`config.mk`:
```
export PLATFORM = sky130hd
export DESIGN_NAME = scan_elevator_scheduler
export DESIGN_NICKNAME = d
export VERILOG_FILES = /design/src/design/sev_pkg.sv /design/src/design/sev_pending_store.sv /design/src/design/sev_word_scan.sv /design/src/design/scan_elevator_scheduler.sv
export VERILOG_INCLUDE_DIRS = /design/src /design/src/design
export SDC_FILE = /design/constraint.sdc
export NUM_CORES = 2
export LEC_CHECK = 0
export ABC_AREA = 1
export BUFFER_PORTS_ARGS = -buffer_cell sky130_fd_sc_hd__buf_2
export CORE_ASPECT_RATIO = 1.4
export CORE_UTILIZATION = 48
export DETAILED_ROUTE_END_ITERATION = 12
export GPL_TIMING_DRIVEN = 0
export PLACE_DENSITY_LB_ADDON = 0.25
export SYNTH_ARGS = -nofsm -noshare
export SYNTH_HDL_FRONTEND = slang
export SYNTH_SLANG_ARGS = --single-unit
```
`constraint.sdc`:
```
create_clock -name clock -period 14.3 [get_ports clock]
set_input_delay 2.145 -clock clock [delete_from_list [all_inputs] [get_ports clock]]
set_output_delay 2.145 -clock clock [all_outputs]
set_load 0.005 [all_outputs]
```
`src/design/scan_elevator_scheduler_assert.svh`:
```
// Assertion macros shared by the scheduler RTL.
`ifndef SCAN_ELEVATOR_SCHEDULER_ASSERT_SVH
`define SCAN_ELEVATOR_SCHEDULER_ASSERT_SVH

// Consequent must hold in the same cycle as the antecedent.
`define SEV_ASSERT_SAME(label, clk, rst, ante, cons) \
   label: assert property (@(posedge clk) disable iff (rst) (ante) |-> (cons)) \
      else $error("scheduler check failed in the same cycle");

// Consequent must hold in the cycle after the antecedent.
`define SEV_ASSERT_NEXT(label, clk, rst, ante, cons) \
   label: assert property (@(posedge clk) disable iff (rst) (ante) |=> (cons)) \
      else $error("scheduler check failed one cycle later");

`endif

```
`src/design/sev_pkg.sv`:
```
`timescale 1ns / 1ps
package sev_pkg;

   localparam int WORD_W     = 32;
   localparam int BIT_W      = 5;
   localparam int FLOOR_W    = 10;
   localparam int COUNT_W    = 11;
   localparam int MAX_FLOORS = 1024;

   typedef enum logic [1:0] {
      CMD_ACTION = 2'd0,
      CMD_ADD    = 2'd1,
      CMD_CANCEL = 2'd2,
      CMD_NOP    = 2'd3
   } command_type;

   typedef enum logic [1:0] {
      ST_IDLE,
      ST_SCAN,
      ST_DONE
   } state_type;

   typedef struct packed {
      command_type        command;
      logic [FLOOR_W-1:0] floor;
   } req_payload_type;

   typedef struct packed {
      logic [FLOOR_W-1:0] stop_floor;
      logic               going_up;
   } rsp_payload_type;

   typedef struct packed {
      logic             search_up;
      logic             use_car_bit;
      logic [BIT_W-1:0] car_bit;
   } scan_ctrl_type;

   typedef struct packed {
      logic             found;
      logic [BIT_W-1:0] index;
   } scan_result_type;

endpackage

```
`src/design/sev_pending_store.sv`:
```
`timescale 1ns / 1ps
module sev_pending_store #(
   parameter int NWORDS = 32,
   parameter int ADDR_W = 5
) (
   input  logic                      clock,
   input  logic                      reset,
   input  logic [ADDR_W-1:0]         rd_addr,
   output logic [sev_pkg::WORD_W-1:0] rd_word,
   input  logic                      wr_en,
   input  logic [ADDR_W-1:0]         wr_addr,
   input  logic [sev_pkg::WORD_W-1:0] wr_word
);
   import sev_pkg::*;

   logic [WORD_W-1:0] mem [NWORDS];
   logic [NWORDS-1:0] row_valid_ff;
   logic [NWORDS-1:0] row_valid_in;
   logic [WORD_W-1:0] rd_data_ff;
   logic              rd_valid_ff;

   always_comb begin
      row_valid_in = row_valid_ff;
      if (wr_en) begin
         row_valid_in[wr_addr] = 1'b1;
      end
   end

   always_ff @(posedge clock) begin
      if (reset) begin
         row_valid_ff <= '0;
      end else begin
         row_valid_ff <= row_valid_in;
      end
   end

   always_ff @(posedge clock) begin
      if (wr_en) begin
         mem[wr_addr] <= wr_word;
      end
      rd_data_ff  <= mem[rd_addr];
      rd_valid_ff <= row_valid_ff[rd_addr];
   end

   // A row never written since reset holds no pending floors.
   assign rd_word = rd_valid_ff ? rd_data_ff : '0;

endmodule

```
`src/design/sev_word_scan.sv`:
```
`timescale 1ns / 1ps
module sev_word_scan (
   input  logic [sev_pkg::WORD_W-1:0] word,
   input  sev_pkg::scan_ctrl_type     ctrl,
   output sev_pkg::scan_result_type   result
);
   import sev_pkg::*;

   logic [WORD_W-1:0] masked;

   // In the car's own word only bits above the car (up) or at or below it (down) count.
   always_comb begin
      for (int i = 0; i < WORD_W; i++) begin
         masked[i] = word[i] & (!ctrl.use_car_bit ||
                                (ctrl.search_up ? (BIT_W'(i) > ctrl.car_bit)
                                                : (BIT_W'(i) <= ctrl.car_bit)));
      end
   end

   always_comb begin
      result.found = |masked;
      result.index = '0;
      if (ctrl.search_up) begin
         for (int i = WORD_W - 1; i >= 0; i--) begin
            if (masked[i]) begin
               result.index = BIT_W'(i);
            end
         end
      end else begin
         for (int i = 0; i < WORD_W; i++) begin
            if (masked[i]) begin
               result.index = BIT_W'(i);
            end
         end
      end
   end

endmodule

```
`src/design/scan_elevator_scheduler.sv`:
```
`timescale 1ns / 1ps
// SCAN elevator scheduler.
// Requests enter on req_valid/req_stall with req_payload (command, floor); each
// request returns one response on rsp_valid/rsp_stall carrying the car floor and
// direction after the request. Add marks a floor pending, cancel clears it, and
// action moves the car to the next pending floor in SCAN order.
// The pending floors live in a memory of 32-bit rows. A single word scanner
// examines one row per cycle: an action walks rows from the car's row toward the
// end of travel and, if nothing is found, turns and walks the other way.
// Add and cancel visit the scan state for their row, then the done state, which
// loads the response; action with nothing pending, an out-of-range floor or the
// unused code goes straight to done; action that searches stays in scan for each
// row visited, at most ceil(FLOORS/32) + 1 rows (33 for 1024 floors). One request
// is in work at a time; req_stall is high from acceptance until the response is
// loaded, so no new request is accepted before the last one's response is loaded.
// The response sits in an output register; while rsp_stall holds it, the next
// request may already be accepted and worked on, and it waits to load its result.
// Reset clears the car to floor 0 heading up, the pending count, and a valid bit
// per memory row, so no clearing pass is needed.
`include "scan_elevator_scheduler_assert.svh"
module scan_elevator_scheduler #(
   parameter int FLOORS = 1024
) (
   input  logic                     clock,
   input  logic                     reset,
   input  logic                     req_valid,
   output logic                     req_stall,
   input  sev_pkg::req_payload_type req_payload,
   output logic                     rsp_valid,
   input  logic                     rsp_stall,
   output sev_pkg::rsp_payload_type rsp_payload
);
   import sev_pkg::*;

   localparam int NUM_FLOORS = (FLOORS < MAX_FLOORS) ? FLOORS : MAX_FLOORS;
   localparam int NWORDS     = (NUM_FLOORS + WORD_W - 1) / WORD_W;
   localparam int WADDR_W    = (NWORDS > 1) ? $clog2(NWORDS) : 1;
   localparam logic [WADDR_W-1:0] LAST_WORD = WADDR_W'(NWORDS - 1);

   state_type            state_ff, state_in;
   command_type          cmd_ff, cmd_in;
   logic [FLOOR_W-1:0]   floor_ff, floor_in;
   logic [WADDR_W-1:0]   waddr_ff, waddr_in;
   logic                 second_ff, second_in;
   logic [FLOOR_W-1:0]   car_ff, car_in;
   logic                 heading_ff, heading_in;
   logic [COUNT_W-1:0]   count_ff, count_in;
   logic                 rsp_valid_ff, rsp_valid_in;
   rsp_payload_type      rsp_data_ff, rsp_data_in;

   logic                 req_accept;
   logic                 in_range;
   logic                 slot_free;
   logic                 at_end;
   logic [WADDR_W-1:0]   car_word;
   logic [WADDR_W-1:0]   req_word;
   logic [BIT_W-1:0]     floor_bit;
   logic                 wr_en;
   logic [WORD_W-1:0]    wr_word;
   logic [WORD_W-1:0]    rd_word;
   scan_ctrl_type        scan_ctrl;
   scan_result_type      scan_res;
   logic                 action_scan;
   logic                 serve_hit;

   assign req_stall  = (state_ff != ST_IDLE);
   assign req_accept = req_valid && !req_stall;
   assign in_range   = 32'(req_payload.floor) < FLOORS;
   assign slot_free  = !rsp_valid_ff || !rsp_stall;
   assign car_word   = car_ff[WADDR_W+BIT_W-1:BIT_W];
   assign req_word   = req_payload.floor[WADDR_W+BIT_W-1:BIT_W];
   assign floor_bit  = floor_ff[BIT_W-1:0];
   assign at_end     = heading_ff ? (waddr_ff == LAST_WORD) : (waddr_ff == '0);

   assign scan_ctrl.search_up   = heading_ff;
   assign scan_ctrl.use_car_bit = (waddr_ff == car_word);
   assign scan_ctrl.car_bit     = car_ff[BIT_W-1:0];

   assign action_scan = (state_ff == ST_SCAN) && (cmd_ff == CMD_ACTION);
   assign serve_hit   = action_scan && scan_res.found;

   sev_pending_store #(
      .NWORDS (NWORDS),
      .ADDR_W (WADDR_W)
   ) u_store (
      .clock   (clock),
      .reset   (reset),
      .rd_addr (waddr_in),
      .rd_word (rd_word),
      .wr_en   (wr_en),
      .wr_addr (waddr_ff),
      .wr_word (wr_word)
   );

   sev_word_scan u_scan (
      .word   (rd_word),
      .ctrl   (scan_ctrl),
      .result (scan_res)
   );

   always_comb begin
      state_in = state_ff;
      unique case (state_ff)
         ST_IDLE: begin
            if (req_accept) begin
               if ((req_payload.command == CMD_ACTION && count_ff != '0) ||
                   ((req_payload.command == CMD_ADD || req_payload.command == CMD_CANCEL)
                    && in_range)) begin
                  state_in = ST_SCAN;
               end else begin
                  state_in = ST_DONE;
               end
            end
         end
         ST_SCAN: begin
            if (cmd_ff != CMD_ACTION || scan_res.found || (at_end && second_ff)) begin
               state_in = ST_DONE;
            end
         end
         ST_DONE: begin
            if (slot_free) begin
               state_in = ST_IDLE;
            end
         end
         default: state_in = ST_IDLE;
      endcase
   end

   always_comb begin
      cmd_in       = cmd_ff;
      floor_in     = floor_ff;
      waddr_in     = waddr_ff;
      second_in    = second_ff;
      car_in       = car_ff;
      heading_in   = heading_ff;
      count_in     = count_ff;
      rsp_valid_in = rsp_valid_ff && rsp_stall;
      rsp_data_in  = rsp_data_ff;
      wr_en        = 1'b0;
      wr_word      = rd_word;
      unique case (state_ff)
         ST_IDLE: begin
            if (req_accept) begin
               cmd_in    = req_payload.command;
               floor_in  = req_payload.floor;
               second_in = 1'b0;
               waddr_in  = (req_payload.command == CMD_ACTION) ? car_word : req_word;
            end
         end
         ST_SCAN: begin
            unique case (cmd_ff)
               CMD_ADD: begin
                  if (!rd_word[floor_bit]) begin
                     wr_en    = 1'b1;
                     wr_word  = rd_word | (WORD_W'(1) << floor_bit);
                     count_in = count_ff + COUNT_W'(1);
                  end
               end
               CMD_CANCEL: begin
                  if (rd_word[floor_bit]) begin
                     wr_en    = 1'b1;
                     wr_word  = rd_word & ~(WORD_W'(1) << floor_bit);
                     count_in = count_ff - COUNT_W'(1);
                  end
               end
               CMD_ACTION: begin
                  if (scan_res.found) begin
                     wr_en    = 1'b1;
                     wr_word  = rd_word & ~(WORD_W'(1) << scan_res.index);
                     count_in = count_ff - COUNT_W'(1);
                     car_in   = FLOOR_W'({waddr_ff, scan_res.index});
                  end else if (!at_end) begin
                     waddr_in = heading_ff ? waddr_ff + WADDR_W'(1)
                                           : waddr_ff - WADDR_W'(1);
                  end else if (!second_ff) begin
                     // Nothing left this way: turn around and restart at the car's row.
                     heading_in = !heading_ff;
                     second_in  = 1'b1;
                     waddr_in   = car_word;
                  end
               end
               default: begin
               end
            endcase
         end
         ST_DONE: begin
            if (slot_free) begin
               rsp_valid_in           = 1'b1;
               rsp_data_in.stop_floor = car_ff;
               rsp_data_in.going_up   = heading_ff;
            end
         end
         default: begin
         end
      endcase
   end

   always_ff @(posedge clock) begin
      if (reset) begin
         state_ff     <= ST_IDLE;
         second_ff    <= 1'b0;
         car_ff       <= '0;
         heading_ff   <= 1'b1;
         count_ff     <= '0;
         rsp_valid_ff <= 1'b0;
      end else begin
         state_ff     <= state_in;
         second_ff    <= second_in;
         car_ff       <= car_in;
         heading_ff   <= heading_in;
         count_ff     <= count_in;
         rsp_valid_ff <= rsp_valid_in;
      end
   end

   always_ff @(posedge clock) begin
      cmd_ff      <= cmd_in;
      floor_ff    <= floor_in;
      waddr_ff    <= waddr_in;
      rsp_data_ff <= rsp_data_in;
   end

   assign rsp_valid   = rsp_valid_ff;
   assign rsp_payload = rsp_data_ff;

   `SEV_ASSERT_SAME(a_count_bound, clock, reset, 1'b1, 32'(count_ff) <= NUM_FLOORS)
   `SEV_ASSERT_SAME(a_car_in_range, clock, reset, 1'b1, 32'(car_ff) < NUM_FLOORS)
   `SEV_ASSERT_SAME(a_search_hits, clock, reset, action_scan && second_ff && at_end, scan_res.found)
   `SEV_ASSERT_NEXT(a_serve_count, clock, reset, serve_hit, count_ff == $past(count_ff) - COUNT_W'(1))

endmodule

```
Word-level counts from Yosys, hierarchy flattened

Memories as Yosys holds them, arrays and structs flattened. A register that Yosys moved wholly into a read port is not among the register bits.
Index checks and enable logic that the tools add are counted.

Bits of input ports: 16
Output and inout port bits: 13
Memories kept: 1
Register bits after elaboration: 82
RAM bits: 1024
Logic and storage cells: 349

Memory list:

| memory      | depth | bits a word | read ports | clocked after Yosys merged registers in | wr ports | line                    | text |
|---|---|---|---|---|---|---|---|
| u_store.mem | 32    | 32          | 1          | 1                                       | 1        | sev_pending_store.sv:16 | `logic [WORD_W-1:0] mem [NWORDS];` |

Order comparisons: 68
$add $sub $neg: 4
Mux-type cells: 140
Shift-type cells: 2
Equality and inequality tests: 17
Bitwise operators: 40
Reductions and logical operators: 64

Operators with widths:

| kind                   | number |
|---|---|
| $mux W5                | 56 |
| $mux W32               | 5 |
| $pmux W32 S3           | 1 |
| $gt A5 B5 Y1 const A   | 16 |
| $le A5 B5 Y1 const A   | 16 |
| $and A32 B32 Y32       | 2 |
| $not A32 Y32           | 2 |
| $or A32 B32 Y32        | 2 |
| $shl A1 B5 Y32 const A | 2 |
| $mux W1                | 49 |
| $gt A4 B5 Y1 const A   | 8 |
| $le A4 B5 Y1 const A   | 8 |
| $logic_or A1 B1 Y1     | 37 |
| $mux W11               | 3 |
| $pmux W11 S3           | 1 |
| $and A1 B1 Y1          | 32 |
| $mux W4                | 8 |
| $reduce_or A32 Y1      | 1 |
| $gt A3 B5 Y1 const A   | 4 |
| $le A3 B5 Y1 const A   | 4 |
| $lt A5 B6 Y1 const B   | 3 |
| $reduce_and A5 Y1      | 3 |
| $ne A2 B2 Y1 const B   | 7 |
| $mux W2                | 6 |
| 31 further kinds       | 59 |

Logic depth before layout (Yosys ltp)

Word-level depth: 43
Mapped depth: 46
Gate-level depth less buffers: 43

Modules after synthesis

A second synthesis with hierarchy kept.

Cell total of the unflattened synthesis: 4815
Area total of the unflattened synthesis: 49782.7 sq um

Modules (own cells, without submodules):

| module                  | area an instance (sq um) | cells an instance | instances |
|---|---|---|---|
| sev_pending_store       | 43979.7                  | 3798              | 1 |
| scan_elevator_scheduler | 4460.5                   | 722               | 1 |
| sev_word_scan           | 1342.5                   | 295               | 1 |

Least setup slack after synthesis

OpenSTA, ideal clock, no wires.

Path type: register to register
Start point: register car_ff[4]
End point: memory u_store.mem[0][16], data pin
Period minus slack after synthesis: 4.831 ns
Slack: 9.469 ns
Setup time: 0.465 ns
Stages on the path, launching flop included: 42
Buffers on the path: 1
Arrival time: 4.366 ns
Path through: dfxtp_1 -> clkbuf_1 -> nand2_1 -> nor2_1 -> xor2_1 -> o21ai_0 -> nand2_1 -> nand2_1 -> nand2_1 -> nand2_1 -> nand2_1 -> nand2_1 -> nand2_1 -> nand2_1 -> nand2_1 -> nand2_1 -> nand2_1 -> nand2_1 -> [6 not listed] -> nand2_1 -> nand2_1 -> nand2_1 -> nand2_1 -> nand2_1 -> nand2_1 -> nand2_1 -> nand2_1 -> nand2_1 -> nand2_1 -> nand2_1 -> nand2_1 -> nand2_1 -> nand2_1 -> nor2_1 -> nand4_1 -> nand2_1 -> a21boi_0

Cells in the longest elaborated chain, start to end: 43
Elaborated cells between the ends (all ways): 231

RTL lines:

| item                                                | line                                     | text |
|---|---|---|
| start: declaration                                  | scan_elevator_scheduler.sv:45            | `logic [FLOOR_W-1:0] car_ff, car_in;` |
| start signal: assignment                            | scan_elevator_scheduler.sv:209           | `car_ff <= car_in;` |
| $le A5 B5 Y1 / $gt A5 B5 Y1 (equally long branches) | sev_word_scan.sv:16, sev_word_scan.sv:15 |  |
| $mux W1                                             | sev_word_scan.sv:15                      | `(ctrl.search_up ? (BIT_W'(i) > ctrl.car_bit)` |
| $logic_or A1 B1 Y1                                  | sev_word_scan.sv:14                      | `masked[i] = word[i] & (!ctrl.use_car_bit \|\|` |
| $and A1 B1 Y1                                       | sev_word_scan.sv:14                      |  |
| $mux W5 (32 in series)                              | sev_word_scan.sv:25                      | `if (masked[i]) begin` |
| $mux W5                                             | sev_word_scan.sv:23                      | `if (ctrl.search_up) begin` |
| $shl A1 B5 Y32                                      | scan_elevator_scheduler.sv:169           | `wr_word = rd_word & ~(WORD_W'(1) << scan_res.index);` |
| $not A32 Y32                                        | scan_elevator_scheduler.sv:169           |  |
| $and A32 B32 Y32                                    | scan_elevator_scheduler.sv:169           |  |
| $mux W32 *                                          | scan_elevator_scheduler.sv:167           | `if (scan_res.found) begin` |
| $pmux W32 S3 *                                      | scan_elevator_scheduler.sv:151           | `unique case (cmd_ff)` |
| $mux W32 *                                          | scan_elevator_scheduler.sv:141           | `unique case (state_ff)` |
| net u_store.wr_word, one bit                        | sev_pending_store.sv:12                  | `input logic [sev_pkg::WORD_W-1:0] wr_word` |
| end: declaration                                    | sev_pending_store.sv:16                  |  |

Mark *: on every way through the listed nets, which the timed path passes. The rest lies on a longest branch.

Worst setup path in the final report

Start point: register heading_ff
End point: register u_store.rd_data_ff[0], read port of u_store.mem

Cells in the longest elaborated chain, start to end: 7
Elaborated cells between the ends (all ways): 103

RTL lines:

| item                     | line                           | text |
|---|---|---|
| start: declaration       | scan_elevator_scheduler.sv:46  | `logic heading_ff, heading_in;` |
| start signal: assignment | scan_elevator_scheduler.sv:210 | `heading_ff <= heading_in;` |
| $mux W1                  | sev_word_scan.sv:15            |  |
| $logic_or A1 B1 Y1       | sev_word_scan.sv:14            |  |
| $and A1 B1 Y1            | sev_word_scan.sv:14            |  |
| $reduce_or A32 Y1        | sev_word_scan.sv:21            | `result.found = \|masked;` |
| $mux W5 *                | scan_elevator_scheduler.sv:167 |  |
| $mux W5 *                | scan_elevator_scheduler.sv:151 |  |
| $pmux W5 S2 *            | scan_elevator_scheduler.sv:141 |  |
| end: declaration         | sev_pending_store.sv:19        | `logic [WORD_W-1:0] rd_data_ff;` |

Every way passes the cells marked *; elsewhere a longest branch is shown, timed or not.
A chain may end at the register's enable or synchronous reset.

==> results.yml <==
timing:
  worst_slack_ps: 7840
  tns_ps: 0
  worst_clock_skew_ps: 27.3
  finalHoldViolCount: 0
  slew_violations: 0
  fin_crit_sh_pct: 45.2
  min_period_ps: 6460
  rsz0062_at_grt: "no"
  worst_pin_slew_ps: 1310
  fmax_mhz: 155
  relSlewSlack_pct: 12.9
  setup_viol: 0
detailed_routing:
  drtIter0Drc: 3908
  drc_errors: 0
  dr.pass1.iters: 6
  wl_per_cell_um: 28.8
  routed_via_density: 6.14
  totalWireLength_um: 165000
  ant_nets: 0
  vias: 35000
synthesis:
  async_reset_ff_share_pct: 0
  synthTopCellsByCount: "edfxtp_1 (1042), nand2_1 (659), nor2_1 (511)"
  synth_top_family_by_area: "compound AO/OA/AOI/OAI gates"
  yosys.area_share.simple_pct: 10.9
  synth_fa_ha_area_share_pct: 0.516
  synth.avg_cell_area_sq_um: 12.0
  synth_top_area_share_pct: 63.9
  netlist_area_sq_um: 48900
  ys.flop_type: "edfxtp_1"
  synthXorXnorAreaFrac_pct: 0.430
  synth-compound-area-share_pct: 15.4
  yosysMostFrequentCell: "edfxtp_1"
  ys_types: 66
  synth-edff-count: 1042
  synth_top_area_cell: "edfxtp_1"
  synthCells: 4092
  seq_area_frac_synth_pct: 67.9
  muxShareOfSynthArea_pct: 0
  ys_warn_count: 0
  synth_seq_cells: 1138
  synth_area_leaders: "edfxtp_1 (64%), nand2_1 (5.1%), dfxtp_1 (3.9%)"
  synth_nets: 4127
clock_network:
  htree_num_levels: 3
  cts_setup_buffers: 0
  cts_buffer_depth: 3
  cts_root_buffer: "clkbuf_16"
  path_clk_slew_ps: 60
  clock_latency_ps: 720
  cts.repair.resized: 0
  cts_tree: "yes"
  hold_buffers: 0
  cts_made_buffers: 104
  cts.sink_count: 1138
cells_and_area:
  syn_to_final_growth_pct: 15.4
  drive_gt1_share_pct: 12.3
  fin_nets: 4322
  nFillCells: 8325
  antenna-diode-count: 0
power_and_ir_drop:
  p_leak_uw: 0.0193
  clkPwrFrac_pct: 23.8
  switching_power_uw: 5220
  switching_share_pct: 41.5
  ir_worst_vdd_v: 0.000135
  combPwrFrac_pct: 42.4
  power_density_nw_per_um2: 223
  p_int_uw: 7370
  seqPwrFrac_pct: 33.8
global_routing:
  grt_pass1_vias: 34000
  grtUsageTotal_pct: 31.6
  grt_pass1_wl_um: 234000
  grt_max_degree: 33
  grt-ovfl-total: 0
  antenna_found_initial: 4
floorplanning:
  die_y_um: 380
  start_util_pct: 48.4
  io_pins: 29
  dieWidth_um: 272
  row_count: 138
  core_area_sq_um: 101000
  dieArea_sq_um: 103000
setup_path:
  reg2reg_to: "u_store.rd_data_ff[0]"
  critPathMaxFanout: 10
  crit_path_top_delay_cell: "a22oi_1"
  worstPathArrival_ps: 7010
  cpPeakStageDelay_ps: 1010
  rr_worst_depth: 19
  required_ps: 14850
  critPathKind: "reg -> reg"
  ff2ff_setup_slack_ps: 7840
  endpoint_kind: "flip-flop"
  r2r_start: "heading_ff"
  start_kind: "flip-flop"
  path_cells: "buf_4 > buf_1 > xor2_1 > o21bai_1 > nand2_1 > nor2_1 > inv_1 > nor3_2 > inv_2 > nor2_4 > nand2_4 > nor2_8 > o211ai_1 > a22oi_1 > clkbuf_1 > o21ai_1 > a21oi_1 > nor3_1 > a31oi_1"
outcome:
  outcome: "completed"
placement:
  hpwl_um: 119000
  dpl_worst_slack_ps: 8080
  gp_congestion: 1.06
  port_buffers: 27
hold_path:
  whs_path_depth: 0
  hold_start: "car_ff[3]"
  min_to: "rsp_payload[4]"
  hold_class: "reg -> reg"
job:
  cap_violations: 0
-- final cells by class --
cell class | instances | area (sq um) | area share [%]
buffer | 284 | 1810 | 3.21
tap | 1330 | 1660 | 2.95
clock inverter | 58 | 787 | 1.39
inverter | 146 | 553 | 0.979
timing repair buffer | 89 | 1610 | 2.85
multi-input combinational | 2524 | 14000 | 24.7
clock buffer | 138 | 2870 | 5.09
sequential | 1138 | 33200 | 58.8
-- power by group through the flow --
stage	logic (uW)	registers (uW)	clock network, uW
final	5330	4260	3000
after global routing	5530	4260	3130
after CTS	5180	4250	3020
after detailed placement	5160	4320	0
after global placement	4740	4400	0
after floorplan	2730	4290	0
-- kinds of logic after synthesis --
| kind of cell | Yosys count |
|---|---|
| AOI/OAI and AO/OA | 1148 |
| xor gates and xnor gates | 24 |
| DFF | 1138 |
| buffers and inverters | 430 |
| adders and majority gates | 19 |
| and+or+nand+nor | 1333 |
-- cell usage in the layout, fill, tap and decap left out, types with 106 or more instances in the layout --
cell       Yosys  layout
clkbuf_1      97     119
buf_2         96     123
o21ai_0      219     219
inv_1        131     131
a21oi_1      290     274
clkbuf_16      0     106
nand2_1      659     659
edfxtp_1    1042    1042
o32ai_1      127     127
o21ai_1      133     133
nor2_1       511     479
-- metal layers --
metal | GRT usage (%) | wire length [um] | share of wire, % | up-vias
li1 | - | - | - | 15500
met1 | 36.7 | 57900 | 35 | 17300
met2 | 51.3 | 77700 | 47 | 1783
met3 | 5.67 | 13400 | 8.1 | 473
met4 | 25.8 | 15600 | 9.4 | 2
met5 | 0 | 17 | 0.010 | -
-- per-stage QoR --
stage	instance area [sq um]	total power, uW	instances	hold slack [ps]	util, %
global route	56500	12900	5707	451	55.9
global placement	50700	9150	5449	413	50.2
floorplan	48900	7020	4092	406	-
detailed placement	52800	9480	5510	428	52.3
finish	56500	12600	5707	443	55.9
CTS	56500	12400	5706	444	55.9
-- worst max-delay path by stage --
stage | start | endpoint | slack (ps)
floorplan | car_ff[4] | u_store.mem[0][16] | 9470
global placement | heading_ff | u_store.mem[30][4] | 4640
detailed placement | heading_ff | u_store.rd_data_ff[0] | 8080
CTS | heading_ff | u_store.rd_data_ff[0] | 8050
global route | car_ff[3] | u_store.rd_data_ff[0] | 7780
finish | heading_ff | u_store.rd_data_ff[0] | 7840
-- state kept, by name, summed over array words and instances (netlist names) --
name and flops:
u_store.rd_valid_ff 1, car_ff 10, u_store.mem 1024, waddr_ff 5
second_ff 1, floor_ff 5, rsp_payload 11, cmd_ff 2
u_store.rd_data_ff 32, heading_ff 1, state_ff 2, rsp_valid 1
count_ff 11, u_store.row_valid_ff 32
-- worst max-delay path, delay by kind of cell, from the launching register on --
| kind | cells | cell delay, ps |
|---|---|---|
| AOI/OAI and AO/OA | 6 | 2790 |
| and+or+nand+nor | 7 | 1210 |
| buffers and inverters | 5 | 1560 |
| xor gates and xnor gates | 1 | 150 |
| DFF | 1 | 570 |
Note: power is estimated with default switching activity, not from simulation.
